==> config.mk <==
export PLATFORM = sky130hd
export DESIGN_NAME = trimmed_mean_auto_range_normalizer
export DESIGN_NICKNAME = d
export VERILOG_FILES = /design/src/tman_pkg.sv /design/src/tman_ram.sv /design/src/tman_div.sv /design/src/trimmed_mean_auto_range_normalizer.sv
export SDC_FILE = /design/constraint.sdc
export NUM_CORES = 1
export LEC_CHECK = 0
export BUFFER_PORTS_ARGS = -buffer_cell sky130_fd_sc_hd__buf_4
export CORE_MARGIN = 4
export CORE_UTILIZATION = 35
export CTS_CLUSTER_SIZE = 14
export DETAILED_ROUTE_END_ITERATION = 6
export HOLD_SLACK_MARGIN = 0.03
export PLACE_DENSITY = 0.6
export RECOVER_POWER = 25
export SYNTH_ARGS = -nofsm -noshare
export SYNTH_HDL_FRONTEND = slang
export SYNTH_SLANG_ARGS = --single-unit
==> constraint.sdc <==
create_clock -name clock -period 17.7 [get_ports clock]
set_clock_uncertainty 0.2 [all_clocks]
set_input_delay 3.54 -clock clock [delete_from_list [all_inputs] [get_ports clock]]
set_output_delay 3.54 -clock clock [all_outputs]
set_load 0.01 [all_outputs]
==> src/tman_pkg.sv <==
package tman_pkg;

   // Fixed field widths
   localparam int CH_BITS     = 3;
   localparam int LEVEL_BITS  = 7;
   localparam int COUNT_BITS  = 7;
   localparam int SHIFT_BITS  = 3;
   localparam int CSR_BITS    = 8;

   // Top and bottom of the normalized scale, the largest usable window shift and its reset value
   localparam logic [LEVEL_BITS-1:0] LEVEL_TOP = 7'd99;
   localparam logic [LEVEL_BITS-1:0] LEVEL_BOT = 7'd0;
   localparam logic [SHIFT_BITS-1:0] MAX_SHIFT = 3'd6;
   localparam logic [SHIFT_BITS-1:0] SHIFT_RST = 3'd2;

   // Sequencer states
   typedef enum logic [5:0] {
      S_IDLE  = 6'b000001,
      S_ACCUM = 6'b000010,
      S_MEAN  = 6'b000100,
      S_LIMIT = 6'b001000,
      S_DIV   = 6'b010000,
      S_EMIT  = 6'b100000
   } tman_state_type;

endpackage

==> src/tman_ram.sv <==
module tman_ram #(
   parameter int                WIDTH   = 8,
   parameter int                DEPTH   = 6,
   parameter int                ADDR_W  = 3,
   parameter logic [WIDTH-1:0]  RST_VAL = '0
) (
   input  logic              clock,
   input  logic              reset,
   input  logic              rd_en,
   input  logic [ADDR_W-1:0] rd_addr,
   output logic [WIDTH-1:0]  rd_data,
   input  logic              wr_en,
   input  logic [ADDR_W-1:0] wr_addr,
   input  logic [WIDTH-1:0]  wr_data
);

   logic [WIDTH-1:0] mem_ff [DEPTH];
   logic [WIDTH-1:0] rd_data_ff;
   logic [DEPTH-1:0] vld_ff;
   logic             rd_vld_ff;

   // Storage array with registered read port
   always_ff @(posedge clock) begin
      if (wr_en) begin
         mem_ff[wr_addr] <= wr_data;
      end
      if (rd_en) begin
         rd_data_ff <= mem_ff[rd_addr];
      end
   end

   // Track written entries; an unwritten entry reads as its reset value
   always_ff @(posedge clock) begin
      if (reset) begin
         vld_ff    <= '0;
         rd_vld_ff <= 1'b0;
      end else begin
         if (wr_en) begin
            vld_ff[wr_addr] <= 1'b1;
         end
         if (rd_en) begin
            rd_vld_ff <= vld_ff[rd_addr];
         end
      end
   end

   assign rd_data = rd_vld_ff ? rd_data_ff : RST_VAL;

endmodule

==> src/tman_div.sv <==
module tman_div import tman_pkg::*; #(
   parameter int DEN_BITS = 10
) (
   input  logic                         clock,
   input  logic                         reset,
   input  logic                         start,
   input  logic [DEN_BITS+LEVEL_BITS-1:0] num,
   input  logic [DEN_BITS-1:0]          den,
   output logic                         done,
   output logic [LEVEL_BITS-1:0]        quot
);

   localparam int CNT_BITS = $clog2(LEVEL_BITS + 1);

   logic                  busy_ff;
   logic                  done_ff;
   logic [CNT_BITS-1:0]   cnt_ff;
   logic [DEN_BITS-1:0]   rem_ff;
   logic [DEN_BITS-1:0]   den_ff;
   logic [LEVEL_BITS-1:0] low_ff;
   logic [LEVEL_BITS-1:0] quot_ff;

   logic [DEN_BITS:0]     trial;
   logic                  fits;
   logic [DEN_BITS:0]     diff;
   logic [DEN_BITS-1:0]   rem_in;

   // One quotient bit per cycle: bring down a bit, try the subtract
   assign trial  = {rem_ff, low_ff[LEVEL_BITS-1]};
   assign diff   = trial - {1'b0, den_ff};
   assign fits   = (trial >= {1'b0, den_ff});
   assign rem_in = fits ? diff[DEN_BITS-1:0] : trial[DEN_BITS-1:0];

   // Step control
   always_ff @(posedge clock) begin
      if (reset) begin
         busy_ff <= 1'b0;
         done_ff <= 1'b0;
         cnt_ff  <= '0;
      end else begin
         done_ff <= 1'b0;
         if (start) begin
            busy_ff <= 1'b1;
            cnt_ff  <= CNT_BITS'(LEVEL_BITS);
         end else if (busy_ff) begin
            cnt_ff <= cnt_ff - CNT_BITS'(1);
            if (cnt_ff == CNT_BITS'(1)) begin
               busy_ff <= 1'b0;
               done_ff <= 1'b1;
            end
         end
      end
   end

   // Remainder and quotient; the high part of num is known to be below den
   always_ff @(posedge clock) begin
      if (start) begin
         rem_ff  <= num[DEN_BITS+LEVEL_BITS-1:LEVEL_BITS];
         low_ff  <= num[LEVEL_BITS-1:0];
         den_ff  <= den;
         quot_ff <= '0;
      end else if (busy_ff) begin
         rem_ff  <= rem_in;
         low_ff  <= {low_ff[LEVEL_BITS-2:0], 1'b0};
         quot_ff <= {quot_ff[LEVEL_BITS-2:0], fits};
      end
   end

   assign done = done_ff;
   assign quot = quot_ff;

endmodule

==> src/trimmed_mean_auto_range_normalizer.sv <==
// Per-channel trimmed-mean filter with self-learning range normalization. Each
// req transaction carries a channel and a sample; channels at or above CHANNELS
// are dropped. A channel's window closes after 2^window_shift + 2 samples
// (shift capped at six); the peak and trough are removed, the rest is averaged
// and mapped to 0..99 against per-channel limits that widen as new extremes
// appear, and one rsp transaction is sent. A sample that does not close a
// window is accepted and its entry is read, updated and written back. A
// closing sample goes on through S_MEAN and S_LIMIT to S_EMIT, via S_DIV,
// where the 7-step divider forms the level, when the mean sets no new limit.
// A finished result waits in the rsp register while the next sample is taken.
// Memories need no clearing pass after reset. The user must write window_shift
// on the csr port only while no sample is in flight; this is not enforced.
module trimmed_mean_auto_range_normalizer import tman_pkg::*; #(
   parameter int CHANNELS    = 6,
   parameter int SAMPLE_BITS = 10
) (
   input  logic clock,
   input  logic reset,

   // csr_wdata: [2:0] window_shift, upper bits ignored
   input  logic                csr_valid,
   output logic                csr_ready,
   input  logic [CSR_BITS-1:0] csr_wdata,

   // req_tdata: channel, sample, zero fill
   input  logic req_tvalid,
   output logic req_tready,
   input  logic [((CH_BITS+SAMPLE_BITS+7)/8)*8-1:0] req_tdata,

   // rsp_tdata: out_channel, level, filtered, zero fill
   output logic rsp_tvalid,
   input  logic rsp_tready,
   output logic [((CH_BITS+LEVEL_BITS+SAMPLE_BITS+7)/8)*8-1:0] rsp_tdata
);

   localparam int IDX_BITS  = (CHANNELS > 1) ? $clog2(CHANNELS) : 1;
   localparam int CHW_BITS  = CH_BITS + IDX_BITS;
   localparam int SUM_BITS  = SAMPLE_BITS + COUNT_BITS;
   localparam int NUM_BITS  = SAMPLE_BITS + LEVEL_BITS;
   localparam int WIN_BITS  = COUNT_BITS + 2 * SAMPLE_BITS + SUM_BITS;
   localparam int LIM_BITS  = 2 * SAMPLE_BITS;
   localparam int RSP_BITS  = CH_BITS + LEVEL_BITS + SAMPLE_BITS;
   localparam int RSP_TBITS = ((RSP_BITS + 7) / 8) * 8;
   localparam logic [SAMPLE_BITS-1:0] SMAX = {SAMPLE_BITS{1'b1}};
   // window word: {count, trough, peak, sum}; limit word: {lower, upper}
   localparam logic [WIN_BITS-1:0] WIN_RST =
      {{COUNT_BITS{1'b0}}, SMAX, {SAMPLE_BITS{1'b0}}, {SUM_BITS{1'b0}}};
   localparam logic [LIM_BITS-1:0] LIM_RST = {SMAX, {SAMPLE_BITS{1'b0}}};

   tman_state_type state_ff, state_in;

   logic [SHIFT_BITS-1:0]  shift_ff;
   logic [IDX_BITS-1:0]    idx_ff;
   logic [CH_BITS-1:0]     chan_ff;
   logic [SAMPLE_BITS-1:0] sample_ff;
   logic [SUM_BITS-1:0]    sum_ff;
   logic [SAMPLE_BITS-1:0] peak_ff;
   logic [SAMPLE_BITS-1:0] trough_ff;
   logic [SAMPLE_BITS-1:0] mean_ff;
   logic [LEVEL_BITS-1:0]  level_ff, level_in;
   logic                   rsp_valid_ff;
   logic [CH_BITS-1:0]     rsp_chan_ff;
   logic [LEVEL_BITS-1:0]  rsp_level_ff;
   logic [SAMPLE_BITS-1:0] rsp_mean_ff;

   logic [CH_BITS-1:0]     req_channel;
   logic [SAMPLE_BITS-1:0] req_sample;
   logic [CHW_BITS-1:0]    chan_wide;
   logic [IDX_BITS-1:0]    req_idx;
   logic                   req_fire;
   logic                   chan_ok;

   logic                   win_wr;
   logic [WIN_BITS-1:0]    win_rd, win_wdata;
   logic                   lim_wr;
   logic [LIM_BITS-1:0]    lim_rd, lim_wdata;

   logic [COUNT_BITS-1:0]  cnt_old, cnt_new, win_len;
   logic [SUM_BITS-1:0]    sum_old, sum_new;
   logic [SAMPLE_BITS-1:0] peak_old, peak_new, trough_old, trough_new;
   logic [SHIFT_BITS-1:0]  sh_eff;
   logic                   win_done;

   logic [SUM_BITS-1:0]    trimmed, shifted;
   logic [SAMPLE_BITS-1:0] mean_in;
   logic [SAMPLE_BITS-1:0] lim_hi, lim_lo;
   logic [SAMPLE_BITS-1:0] span, offset;
   logic [NUM_BITS-1:0]    div_num;
   logic                   div_start, div_done;
   logic [LEVEL_BITS-1:0]  div_quot;
   logic                   emit_ok;

   // Unpack the request
   assign req_channel = req_tdata[CH_BITS-1:0];
   assign req_sample  = req_tdata[CH_BITS+SAMPLE_BITS-1:CH_BITS];
   assign chan_wide   = CHW_BITS'(req_channel);
   assign req_idx     = chan_wide[IDX_BITS-1:0];
   assign chan_ok     = (32'(req_channel) < CHANNELS);
   assign req_tready  = (state_ff == S_IDLE);
   assign req_fire    = req_tvalid && req_tready;
   assign csr_ready   = 1'b1;

   // Window and limit memories, one entry per channel
   tman_ram #(
      .WIDTH   (WIN_BITS),
      .DEPTH   (CHANNELS),
      .ADDR_W  (IDX_BITS),
      .RST_VAL (WIN_RST)
   ) u_win_ram (
      .clock   (clock),
      .reset   (reset),
      .rd_en   (req_fire && chan_ok),
      .rd_addr (req_idx),
      .rd_data (win_rd),
      .wr_en   (win_wr),
      .wr_addr (idx_ff),
      .wr_data (win_wdata)
   );

   tman_ram #(
      .WIDTH   (LIM_BITS),
      .DEPTH   (CHANNELS),
      .ADDR_W  (IDX_BITS),
      .RST_VAL (LIM_RST)
   ) u_lim_ram (
      .clock   (clock),
      .reset   (reset),
      .rd_en   (req_fire && chan_ok),
      .rd_addr (req_idx),
      .rd_data (lim_rd),
      .wr_en   (lim_wr),
      .wr_addr (idx_ff),
      .wr_data (lim_wdata)
   );

   // Accumulate the sample into the window entry
   assign sum_old    = win_rd[SUM_BITS-1:0];
   assign peak_old   = win_rd[SUM_BITS+SAMPLE_BITS-1:SUM_BITS];
   assign trough_old = win_rd[SUM_BITS+2*SAMPLE_BITS-1:SUM_BITS+SAMPLE_BITS];
   assign cnt_old    = win_rd[WIN_BITS-1:SUM_BITS+2*SAMPLE_BITS];
   assign sum_new    = sum_old + SUM_BITS'(sample_ff);
   assign peak_new   = (sample_ff > peak_old) ? sample_ff : peak_old;
   assign trough_new = (sample_ff < trough_old) ? sample_ff : trough_old;
   assign cnt_new    = cnt_old + COUNT_BITS'(1);
   assign sh_eff     = (shift_ff > MAX_SHIFT) ? MAX_SHIFT : shift_ff;
   assign win_len    = (COUNT_BITS'(1) << sh_eff) + COUNT_BITS'(2);
   assign win_done   = (cnt_new >= win_len);
   assign win_wr     = (state_ff == S_ACCUM);
   assign win_wdata  = win_done ? WIN_RST : {cnt_new, trough_new, peak_new, sum_new};

   // Drop peak and trough, average, saturate
   assign trimmed = sum_ff - SUM_BITS'(peak_ff) - SUM_BITS'(trough_ff);
   assign shifted = trimmed >> sh_eff;
   assign mean_in = (shifted > SUM_BITS'(SMAX)) ? SMAX : shifted[SAMPLE_BITS-1:0];

   // Compare against learned limits
   assign lim_hi  = lim_rd[SAMPLE_BITS-1:0];
   assign lim_lo  = lim_rd[LIM_BITS-1:SAMPLE_BITS];
   assign span    = lim_hi - lim_lo;
   assign offset  = mean_ff - lim_lo;
   assign div_num = NUM_BITS'(offset) * NUM_BITS'(LEVEL_TOP);

   always_comb begin
      lim_wr    = 1'b0;
      lim_wdata = lim_rd;
      div_start = 1'b0;
      level_in  = level_ff;
      if (state_ff == S_LIMIT) begin
         if (mean_ff >= lim_hi) begin
            lim_wr    = 1'b1;
            lim_wdata = {lim_lo, mean_ff};
            level_in  = LEVEL_TOP;
         end else if (mean_ff <= lim_lo) begin
            lim_wr    = 1'b1;
            lim_wdata = {mean_ff, lim_hi};
            level_in  = LEVEL_BOT;
         end else begin
            div_start = 1'b1;
         end
      end else if (state_ff == S_DIV && div_done) begin
         level_in = div_quot;
      end
   end

   tman_div #(
      .DEN_BITS (SAMPLE_BITS)
   ) u_div (
      .clock (clock),
      .reset (reset),
      .start (div_start),
      .num   (div_num),
      .den   (span),
      .done  (div_done),
      .quot  (div_quot)
   );

   // Output register frees when empty or taken
   assign emit_ok = !rsp_valid_ff || rsp_tready;

   // Sequencer
   always_comb begin
      state_in = state_ff;
      case (state_ff)
         S_IDLE: begin
            if (req_fire && chan_ok) begin
               state_in = S_ACCUM;
            end
         end
         S_ACCUM: begin
            state_in = win_done ? S_MEAN : S_IDLE;
         end
         S_MEAN: begin
            state_in = S_LIMIT;
         end
         S_LIMIT: begin
            state_in = div_start ? S_DIV : S_EMIT;
         end
         S_DIV: begin
            if (div_done) begin
               state_in = S_EMIT;
            end
         end
         S_EMIT: begin
            if (emit_ok) begin
               state_in = S_IDLE;
            end
         end
         default: begin
            state_in = S_IDLE;
         end
      endcase
   end

   // Control registers
   always_ff @(posedge clock) begin
      if (reset) begin
         state_ff     <= S_IDLE;
         shift_ff     <= SHIFT_RST;
         rsp_valid_ff <= 1'b0;
      end else begin
         state_ff <= state_in;
         if (csr_valid && csr_ready) begin
            shift_ff <= csr_wdata[SHIFT_BITS-1:0];
         end
         if (state_ff == S_EMIT && emit_ok) begin
            rsp_valid_ff <= 1'b1;
         end else if (rsp_tready) begin
            rsp_valid_ff <= 1'b0;
         end
      end
   end

   // Payload registers
   always_ff @(posedge clock) begin
      if (req_fire) begin
         idx_ff    <= req_idx;
         chan_ff   <= req_channel;
         sample_ff <= req_sample;
      end
      if (state_ff == S_ACCUM) begin
         sum_ff    <= sum_new;
         peak_ff   <= peak_new;
         trough_ff <= trough_new;
      end
      if (state_ff == S_MEAN) begin
         mean_ff <= mean_in;
      end
      level_ff <= level_in;
      if (state_ff == S_EMIT && emit_ok) begin
         rsp_chan_ff  <= chan_ff;
         rsp_level_ff <= level_ff;
         rsp_mean_ff  <= mean_ff;
      end
   end

   assign rsp_tvalid = rsp_valid_ff;
   assign rsp_tdata  = RSP_TBITS'({rsp_mean_ff, rsp_level_ff, rsp_chan_ff});

   // Checks
   a_div_in_div: assert property (@(posedge clock) disable iff (reset)
      div_done |-> state_ff == S_DIV)
      else $error("divider finished outside the divide state");

   a_quot_range: assert property (@(posedge clock) disable iff (reset)
      div_done |-> div_quot < LEVEL_TOP)
      else $error("quotient reached the top of the scale");

   a_span_pos: assert property (@(posedge clock) disable iff (reset)
      state_ff == S_DIV |-> lim_hi > lim_lo)
      else $error("limits collapsed while dividing");

   a_level_range: assert property (@(posedge clock) disable iff (reset)
      rsp_valid_ff |-> rsp_level_ff <= LEVEL_TOP)
      else $error("level above scale top");

   a_mean_bound: assert property (@(posedge clock) disable iff (reset)
      state_ff == S_LIMIT |-> $past(state_ff) == S_MEAN)
      else $error("limit check entered without a fresh mean");

endmodule
==> summary.txt <==
Finish
  • Share of layout cells above drive strength 1: 0.1254
  • Footprint of the multi-input gates: 0.009962 mm2
  • Storage cell area: 0.01760 mm2
  • NumNets Final: 2269
  • Syn-to-layout area delta: 12.84%
  • Antenna diodes: 0
  • Fin area: 0.03193 mm2
  • Fill count: 7338
  • Fin util: 0.3977

Logic synthesis
  • Gate Count Post-Synth: 2042
  • Syn_area_per_cell: 13.86 um2
  • Synth Warn #: 0
  • Synth top area cells: edfxtp_1, ha_1, mux4_2
  • Synthesized flop and latch total: 598
  • Ys async rst share: 0
  • Post-synth top area share: 0.5964
  • Seq/Total Area, Yosys: 0.6219
  • Distinct cells, synth: 73
  • Post-synth EDFFs: 562
  • Most common cell in the netlist: edfxtp_1
  • Netlist Area Pre-Place: 0.02830 mm2
  • Top post-synthesis cells by count: edfxtp_1, nor2_1, ha_1
  • Largest area contributor in the netlist: edfxtp_1
  • Post-synth top flop: edfxtp_1

Clock network
  • CTS root buf: clkbuf_16
  • # clock sinks: 598
  • Total CTS buffers: 66
  • H-Tree Depth: 3
  • Setup Fix Bufs, Post-CTS: 0
  • Max clock buf depth: 3
  • CTS tree: built
  • Post-CTS sizing: 0
  • Worst skew pair latency: 0.61 ns
  • Clk slew on worst S/H paths: 0.06 ns
  • CTS Hold Bufs: 0

Worst setup path
  • Critical Path RT: 17.85 ns
  • Critical path capture point: u_div.rem_ff[9]$_DFFE_PP_
  • Crit path max fanout: 32
  • Arr. time, crit path: 8.05 ns
  • Worst reg2reg setup slack: 9.80 ns
  • Startpoint types: flop
  • Worst r2r src: u_lim_ram.rd_vld_ff$_SDFFE_PP0P_
  • Crit Path Class: reg -> reg
  • CP endpoint kind: flop
  • FF-to-FF path depth: 27
  • RR Endpoint: u_div.rem_ff[9]$_DFFE_PP_
  • Setup crit start: u_lim_ram.rd_vld_ff$_SDFFE_PP0P_

Power and ir drop
  • Pwr per Cell Area: 103.8 mW/mm2
  • Worst vdd ir: 0.08989 mV
  • Static Leakage: 11.61 nW

Route
  • Via count: 16385
  • DRC: 0
  • Vias/cell: 5.124
  • Post-Route WL: 62240 um
  • DR pass1 iterations: 6
  • Final ANT Viol Nets: 0
  • Iter 0 DRT Violations: 1000
  • Routed len/inst: 19.46 um

Floorplanning
  • Die ar.: 0.08546 mm2
  • Starting Density: 0.3524
  • Die Y: 292.3 um
  • Num rows: 104
  • Die X: 292.3 um
  • Core area: 0.08029 mm2
  • Top-Level Pins: 56

Global routing
  • First-pass GRT wire length: 97390 um
  • Gr usage total: 0.1449
  • Grt total ovfl: 0
  • Vias in the first global route: 16964
  • Initial antenna violation count: 1
  • Largest net degree at the start of global routing: 77

Timing
  • Slew HR: -1.430
  • Worst setup margin: 9.802 ns
  • Crit path time final: 7.898 ns
  • F_max: 126.6 MHz
  • Period utilisation layout: 0.4462
  • Setup violations, final: 0
  • Max Slew Vio Count: 268
  • Setup TNS: 0 ns
  • RSZ-0062 raised after global routing: no
  • Slew @ Worst Pin: 3.645 ns
  • Hold Slack: 0.2224 ns
  • Fin. Hold Viols: 0

Outcome
  • Failing checks: capacitance limit, slew limit
  • Status: complete, but fails checks

Placement
  • Placed Area: 0.02987 mm2
  • Hpwl dp: 39020 um
  • DP Worst Slack: 10.54 ns
  • PortBufs: 42
  • GP Congestion: 0.8175

Worst hold path
  • Worst Hold Class: reg -> reg

Job
  • Max cap viols: 6
per-layer routing:
| metal | global-route usage | wire [um] | up-vias |
|---|---|---|---|
| met2 | 0.2354 | 29290 | 359 |
| met5 | 0 | 0 | - |
| met3 | 0.02358 | 2801 | 84 |
| met4 | 0.03825 | 1258 | 0 |
| met1 | 0.2034 | 28890 | 8217 |
| li1 | - | - | 7725 |
cells by family after synthesis:
logic type / after synthesis / synth area share
AND/OR/NAND/NOR: 486 / 0.08123
other: 2 / 0.0002654
multiplexers: 202 / 0.1012
buffers and inverters: 213 / 0.02958
AO/OA/AOI/OAI: 316 / 0.07062
XOR/XNOR: 69 / 0.02136
flip-flops: 598 / 0.6219
adder cells (fa/ha/maj): 156 / 0.07393
layout by cell type, fill, tap and decap left out, types with 34 or more instances in the layout:
cell       netlist  final
o21ai_0         60     59
nor3_1          37     34
xnor2_1         42     42
mux4_2          66     66
edfxtp_1       562    562
dfxtp_1         36     36
nand2_1         82     82
nor2_1         198    192
a21oi_1        119    118
ha_1           132    132
buf_4            5     62
inv_1          116    116
clkbuf_16        0     68
and2_1          41     38
mux2i_1        124    124
where the power goes:
group	internal, mW	switching, mW	total [mW]
Combinational	0.147	0.230	0.376
Clock	0.780	0.553	1.33
Sequential	1.59	0.0160	1.61
Total	2.52	0.799	3.32
registers in the layout (all words and copies together), names as in the netlist, 3 cells and up:
register              flops
chan_ff                   3
level_ff                  7
mean_ff                  10
peak_ff                  10
rsp_chan_ff               3
rsp_level_ff              7
rsp_mean_ff              10
sample_ff                10
shift_ff                  3
state_ff                  6
sum_ff                   17
trough_ff                10
u_div.cnt_ff              3
u_div.den_ff             10
u_div.low_ff              7
u_div.quot                7
u_div.rem_ff             10
u_lim_ram.mem_ff        120
u_lim_ram.rd_data_ff     20
u_lim_ram.vld_ff          6
u_win_ram.mem_ff        264
u_win_ram.rd_data_ff     44
u_win_ram.vld_ff          6
area by class of cell:
cell class,instances,area share
Timing Repair Buffer,70,0.01583
Inverter,118,0.01387
Sequential cell,598,0.5511
Clock buffer,87,0.05647
Multi-Input combinational cell,1234,0.3120
Clock inverter,31,0.009208
Tap cell,1060,0.04154
worst max-delay path: stages (launching register included):
cell	delay, ns
dfxtp_1	0.31
clkbuf_1	1.01
nor2b_1	0.43
xnor2_1	0.20
inv_1	0.08
ha_1	0.20
a21o_1	0.18
a21o_1	0.18
maj3_1	0.41
maj3_1	0.37
a21oi_1	0.19
xnor2_1	0.28
inv_1	0.11
fa_1	0.49
inv_1	0.04
ha_1	0.27
inv_1	0.05
fa_1	0.50
inv_1	0.04
ha_1	0.34
nor3_1	0.16
nor2_1	0.08
a31oi_1	0.24
o21bai_1	0.11
a2111oi_0	0.58
o31ai_1	0.20
xnor2_1	0.17
a22o_1	0.24
metrics by stage:
step | std cells | power, mW
5_1_grt | 3198 | 3.470
2_1_floorplan | 2045 | 1.911
6_report | 3198 | 3.315
3_3_place_gp | 3080 | 2.003
4_1_cts | 3198 | 3.360
3_5_place_dp | 3080 | 2.012
worst min path at each step:
stage | depth (start not counted) | startpoint | end
after CTS | 0 | level_ff[2]$_SDFFCE_PN0P_ | rsp_level_ff[2]$_DFFE_PP_
after detailed placement | 0 | level_ff[2]$_SDFFCE_PN0P_ | rsp_level_ff[2]$_DFFE_PP_
final | 0 | level_ff[3]$_SDFFCE_PN0P_ | rsp_level_ff[3]$_DFFE_PP_
after global routing | 0 | level_ff[3]$_SDFFCE_PN0P_ | rsp_level_ff[3]$_DFFE_PP_
after global placement | 0 | level_ff[2]$_SDFFCE_PN0P_ | rsp_level_ff[2]$_DFFE_PP_
after floorplan | 0 | level_ff[0]$_DFFE_PP_ | rsp_level_ff[0]$_DFFE_PP_
(Power assumes the default switching activity.)
